<file path="config.mk">
export PLATFORM = sky130hd
export DESIGN_NAME = robs_ctrl
export DESIGN_NICKNAME = d
export VERILOG_FILES = /design/src/hw/rtl/robs_pkg.sv /design/src/hw/rtl/robs_ctrl.sv
export SDC_FILE = /design/constraint.sdc
export NUM_CORES = 1
export LEC_CHECK = 0
export BUFFER_PORTS_ARGS = -buffer_cell sky130_fd_sc_hd__buf_2
export CORE_ASPECT_RATIO = 0.9
export CORE_MARGIN = 2
export CORE_UTILIZATION = 25
export DETAILED_ROUTE_END_ITERATION = 12
export GPL_TIMING_DRIVEN = 0
export SLEW_MARGIN = 40
export SYNTH_ARGS = -nofsm -noshare
export SYNTH_HDL_FRONTEND = slang
export SYNTH_SLANG_ARGS = --single-unit
</file>
<file path="constraint.sdc">
create_clock -name clk -period 3.8 [get_ports clk]
set_clock_uncertainty 0.15 [all_clocks]
set_input_delay 0 -clock clk [delete_from_list [all_inputs] [get_ports clk]]
set_output_delay 0 -clock clk [all_outputs]
set_load 0.005 [all_outputs]
</file>
<file path="src/hw/rtl/robs_pkg.sv">
// Shared types and constants for the reading-order box sorter.
// No dependencies.
`default_nettype none
package robs_pkg;
    localparam int FIELD_BITS = 16;

    typedef struct packed {
        logic load;
        logic sort_init;
        logic sort_read;
        logic sort_step;
        logic pass_skip;
        logic sweep_init;
        logic pos_read;
        logic box_read;
        logic mark_step;
        logic emit_step;
        logic clear;
    } robs_cmd_t;

    typedef struct packed {
        logic sort_done;
        logic pair_ok;
        logic sweep_done;
        logic out_busy;
    } robs_sts_t;
endpackage
`default_nettype wire

</file>
<file path="src/hw/rtl/robs_ctrl.sv">
// Controller: sequences load, top sort, line marking, left sort, emit.
// Depends on robs_pkg.
`default_nettype none
module robs_ctrl (
    input  wire logic                clk,
    input  wire logic                rst_n,
    input  wire logic                in_valid,
    input  wire logic                set_end,
    output logic                     in_ready,
    input  wire robs_pkg::robs_sts_t sts,
    output robs_pkg::robs_cmd_t      cmd
);
    typedef enum logic [3:0] {
        S_LOAD, S_TOP_RD, S_TOP_WR, S_MARK_RD, S_MARK_BOX, S_MARK_WR,
        S_LEFT_RD, S_LEFT_WR, S_EMIT_RD, S_EMIT_BOX, S_EMIT_WR
    } state_t;
    state_t state_reg, state_next;

    always_comb
    begin
        cmd = '0;
        state_next = state_reg;
        in_ready = 1'b0;
        case (state_reg)
            S_LOAD:
            begin
                in_ready = 1'b1;
                cmd.load = in_valid;
                if (in_valid && set_end)
                begin
                    cmd.sort_init = 1'b1;
                    state_next = S_TOP_RD;
                end
            end
            S_TOP_RD:
            begin
                if (sts.sort_done)
                begin
                    cmd.sweep_init = 1'b1;
                    state_next = S_MARK_RD;
                end
                else if (!sts.pair_ok)
                    cmd.pass_skip = 1'b1;
                else
                begin
                    cmd.sort_read = 1'b1;
                    state_next = S_TOP_WR;
                end
            end
            S_TOP_WR:
            begin
                cmd.sort_step = 1'b1;
                state_next = S_TOP_RD;
            end
            S_MARK_RD:
            begin
                if (sts.sweep_done)
                begin
                    cmd.sort_init = 1'b1;
                    state_next = S_LEFT_RD;
                end
                else
                begin
                    cmd.pos_read = 1'b1;
                    state_next = S_MARK_BOX;
                end
            end
            S_MARK_BOX:
            begin
                cmd.box_read = 1'b1;
                state_next = S_MARK_WR;
            end
            S_MARK_WR:
            begin
                cmd.mark_step = 1'b1;
                state_next = S_MARK_RD;
            end
            S_LEFT_RD:
            begin
                if (sts.sort_done)
                begin
                    cmd.sweep_init = 1'b1;
                    state_next = S_EMIT_RD;
                end
                else if (!sts.pair_ok)
                    cmd.pass_skip = 1'b1;
                else
                begin
                    cmd.sort_read = 1'b1;
                    state_next = S_LEFT_WR;
                end
            end
            S_LEFT_WR:
            begin
                cmd.sort_step = 1'b1;
                state_next = S_LEFT_RD;
            end
            S_EMIT_RD:
            begin
                if (sts.sweep_done)
                begin
                    cmd.clear = 1'b1;
                    state_next = S_LOAD;
                end
                else
                begin
                    cmd.pos_read = 1'b1;
                    state_next = S_EMIT_BOX;
                end
            end
            S_EMIT_BOX:
            begin
                cmd.box_read = 1'b1;
                state_next = S_EMIT_WR;
            end
            S_EMIT_WR:
            begin
                if (!sts.out_busy)
                begin
                    cmd.emit_step = 1'b1;
                    state_next = S_EMIT_RD;
                end
            end
            default: state_next = S_LOAD;
        endcase
    end

    always_ff @(posedge clk or negedge rst_n)
    begin
        if (!rst_n)
            state_reg <= S_LOAD;
        else
            state_reg <= state_next;
    end

`ifndef SYNTH
    a_load_only: assert property (@(posedge clk) disable iff (!rst_n)
        cmd.load |-> state_reg == S_LOAD) else $error("load outside load state");
    a_close_stops: assert property (@(posedge clk) disable iff (!rst_n)
        in_valid && in_ready && set_end |=> !in_ready) else $error("input open after set end");
    a_emit_free: assert property (@(posedge clk) disable iff (!rst_n)
        cmd.emit_step |-> !sts.out_busy) else $error("emit over waiting beat");
    a_onehot: assert property (@(posedge clk) disable iff (!rst_n)
        $onehot0({cmd.load, cmd.sort_read, cmd.sort_step, cmd.pos_read, cmd.box_read,
                  cmd.mark_step, cmd.emit_step}))
        else $error("overlapping commands");
`endif
endmodule
`default_nettype wire

</file>
==> metrics.yaml <==
critical_path:
  critPathKind: "reg2reg"
  r2r-start: "state_reg[0]"
  crit_family: "flip-flops"
  path_cells: "buf_6 -> and2b_4 -> a21oi_2 -> o41ai_4 -> mux2_4"
  end_kind: "flip-flop"
  r2r_end: "state_reg[0]"
  worstPathArrival_ns: 1.71
  r2r_setup_slack_ns: 2.06
  r2r_cells: 5
  cpPeakStageDelay_ns: 0.37
  cp_num_buf_inv: 1
  start_kind: "flip-flop"
  critPathRequiredTime_ns: 3.77
  crit_path_top_delay_cell: "dfrtp_1"
  cp_max_fo: 9
floorplanning:
  die_h_microns: 46.08
  initial_core_util_pct: 26.20
  die-area_sq_um: 2338
  core_sq_um: 1877
  rows: 15
  ios: 20
  die_w_microns: 50.75
power_and_ir_drop:
  irDropWorstVdd_mv: 0.2669
  p_per_area_nw_per_um2: 752.4
  clockPowerShare_pct: 10.5
  total_power_mw: 0.5008
  combPwrFrac_pct: 73.2
  p_sw_mw: 0.2338
  swShare_pct: 46.68
  p_seq_share_pct: 16.3
  internal_power_mw: 0.2671
  leakage_nw: 0.3026
timing:
  finalSetupTns_ns: 0
  final-hold-violation-count: 0
  finalCritPeriodShare_pct: 45.82
  worstMarginPinSlew_ns: 0.4420
  slew_headroom_pct: 70.53
  finalSetupViolations: 0
  max_freq_mhz: 574.3
  finalCriticalPeriod_ns: 1.741
  rsz0062_at_grt: "false"
  fin_ws_ns: 2.059
  slew_viol_final: 0
synthesis:
  synthTopCellsByCount: "nor2_1, a21oi_1"
  synthMuxAreaShare_pct: 5.089
  synth-edff-count: 0
  yosysWarnings: 0
  synthTopCellsByArea: "dfrtp_1, o41ai_4, a21oi_1"
  synth_nets: 70
  synth_top_area_share_pct: 20.36
  synthDistinctLibCells: 32
  synthCells: 62
  ys_ff_latch: 4
  yosysSeqAreaShare_pct: 20.36
  synth-simple-area-share_pct: 37.66
  synth_fa_ha_area_share_pct: 0
  synthArstFlopShare_pct: 100.0
  synth_area_per_cell_sq_um: 7.931
  synth_most_common_cell: "nor2_1"
  synth-xor-area-share_pct: 1.781
  synth_area_sq_um: 491.7
  synth_top_family_by_area: "simple AND/OR/NAND/NOR gates"
  yosys.area.top_type: "dfrtp_1"
  synth-main-ff-cell: "dfrtp_1"
  synth_compound_area_share_pct: 24.68
place:
  post-place-ws_ns: 2.053
  place_congestion: 0.7574
  port_buffers: 18
  dp_hpwl_microns: 998.8
  placed_cells: 105
  place_area_sq_um: 613.1
layout:
  nets: 96
  drive_above_1_share_pct: 37.21
  stdcell_count: 111
  regArea_sq_um: 100.1
  fillers: 222
  fin_area_sq_um: 665.6
  multi_input_area_sq_um: 340.3
  areaGrowthSynthToFinish_pct: 35.37
  largest_reg_flops: 4
  diodes: 0
clock_network:
  post_cts_resized: 0
  root_buffer: "clkbuf_4"
  cts_tree: "yes"
  cts.htree.levels: 1
  cts.clk_slew.worst_paths_ns: 0.04
  cts_sinks: 4
  numCtsBuffers: 3
  clk_path_buf_depth: 2
  clk_latency_ns: 0.23
job:
  drv_cap: 0
routing:
  drtAntennaViolNets: 0
  wl_per_cell_microns: 11.84
  remaining_drc_errors: 0
  vias: 533
  drt_wl_total_microns: 1314
  avgViaCountPerCell: 4.802
  drt_iter0_drc: 6
  dr.pass1.iters: 4
global_route:
  antenna_found_initial: 0
  grt_overflow: 0
  grt_max_degree: 11
  grt_pass1_wl_microns: 2021
  grt_usage_pct: 12.02
  grt_pass1_vias: 475
hold_path:
  hold_end: "state_reg[1]"
  min_path_cells: 4
  hold_start: "sts[0]"
  hold_class: "in2reg"
status:
  status: "completed"
==> power by group through the flow <==
stage,combinational [mW],clock [mW],sequential (mW)
floorplan,0.282,0,0.0762
global placement,0.361,0,0.0801
detailed placement,0.370,0,0.0818
CTS,0.373,0.0551,0.0819
global route,0.411,0.0582,0.0845
finish,0.367,0.0526,0.0815
==> how the worst max path moves through the flow <==
stage | startpoint | end | slack (ns) | depth (start not counted)
detailed placement | state_reg[0] | state_reg[0] | 2.05 | 5
global placement | state_reg[0] | state_reg[0] | 2.07 | 5
floorplan | state_reg[0] | state_reg[0] | 2.13 | 5
CTS | state_reg[0] | state_reg[0] | 2.05 | 5
global route | state_reg[3] | cmd[4] | 1.94 | 5
finish | state_reg[0] | state_reg[0] | 2.06 | 5
==> layout by cell type (no fill, tap or decap), types with 2 or more instances in the layout <==
| cell | n |
|---|---|
| a21oi_1 | 5 |
| nor3_1 | 3 |
| dfrtp_1 | 4 |
| a211oi_1 | 2 |
| nand2_1 | 4 |
| dlygate4sd3_1 | 3 |
| inv_1 | 2 |
| clkbuf_1 | 4 |
| clkbuf_4 | 3 |
| o21ai_0 | 4 |
| nand3_1 | 2 |
| nand3b_1 | 2 |
| nor4_1 | 3 |
| buf_2 | 20 |
| nor2_1 | 6 |
==> tightest hold or removal path, delay by kind of cell <==
kind | cells | cell delay, ns
mux | 1 | 0.07
buf+inv | 1 | 0.10
compound gates | 2 | 0.19
==> cell families after synthesis <==
family,Yosys count
AO/OA/AOI/OAI,15
XOR/XNOR,1
buffers and inverters,10
flip-flops,4
multiplexers,2
AND/OR/NAND/NOR,30
==> what timing repair did <==
action | CTS | global route
buffers inserted | 0 | 0
hold buffers | 3 | 0
hold endpoints to repair | 5 | 0
==> area by class of cell <==
| cell class | instances | area share (%) |
|---|---|---|
| multi-input combinational | 48 | 51.13 |
| timing repair buffer | 21 | 18.05 |
| sequential | 4 | 15.04 |
| buffer | 8 | 6.579 |
| tap | 25 | 4.699 |
| clock buffer | 3 | 3.383 |
| inverter | 2 | 1.128 |
==> routing by layer <==
metal,up-vias,global-route usage (%),wire length [microns]
met3,0,3.247,61
met4,0,4.865,0
met1,246,15.35,600
li1,275,-,-
met2,12,19.47,652
met5,-,0,0
==> stage by stage <==
step	hold slack [ns]	utilization, %
2_1_floorplan	-0.4456	-
3_3_place_gp	-0.3450	32.67
3_5_place_dp	-0.3416	32.67
4_1_cts	0.01870	35.47
5_1_grt	0.05017	35.47
6_report	0.02306	35.47
No activity file was read; power rests on OpenSTA's default activity.
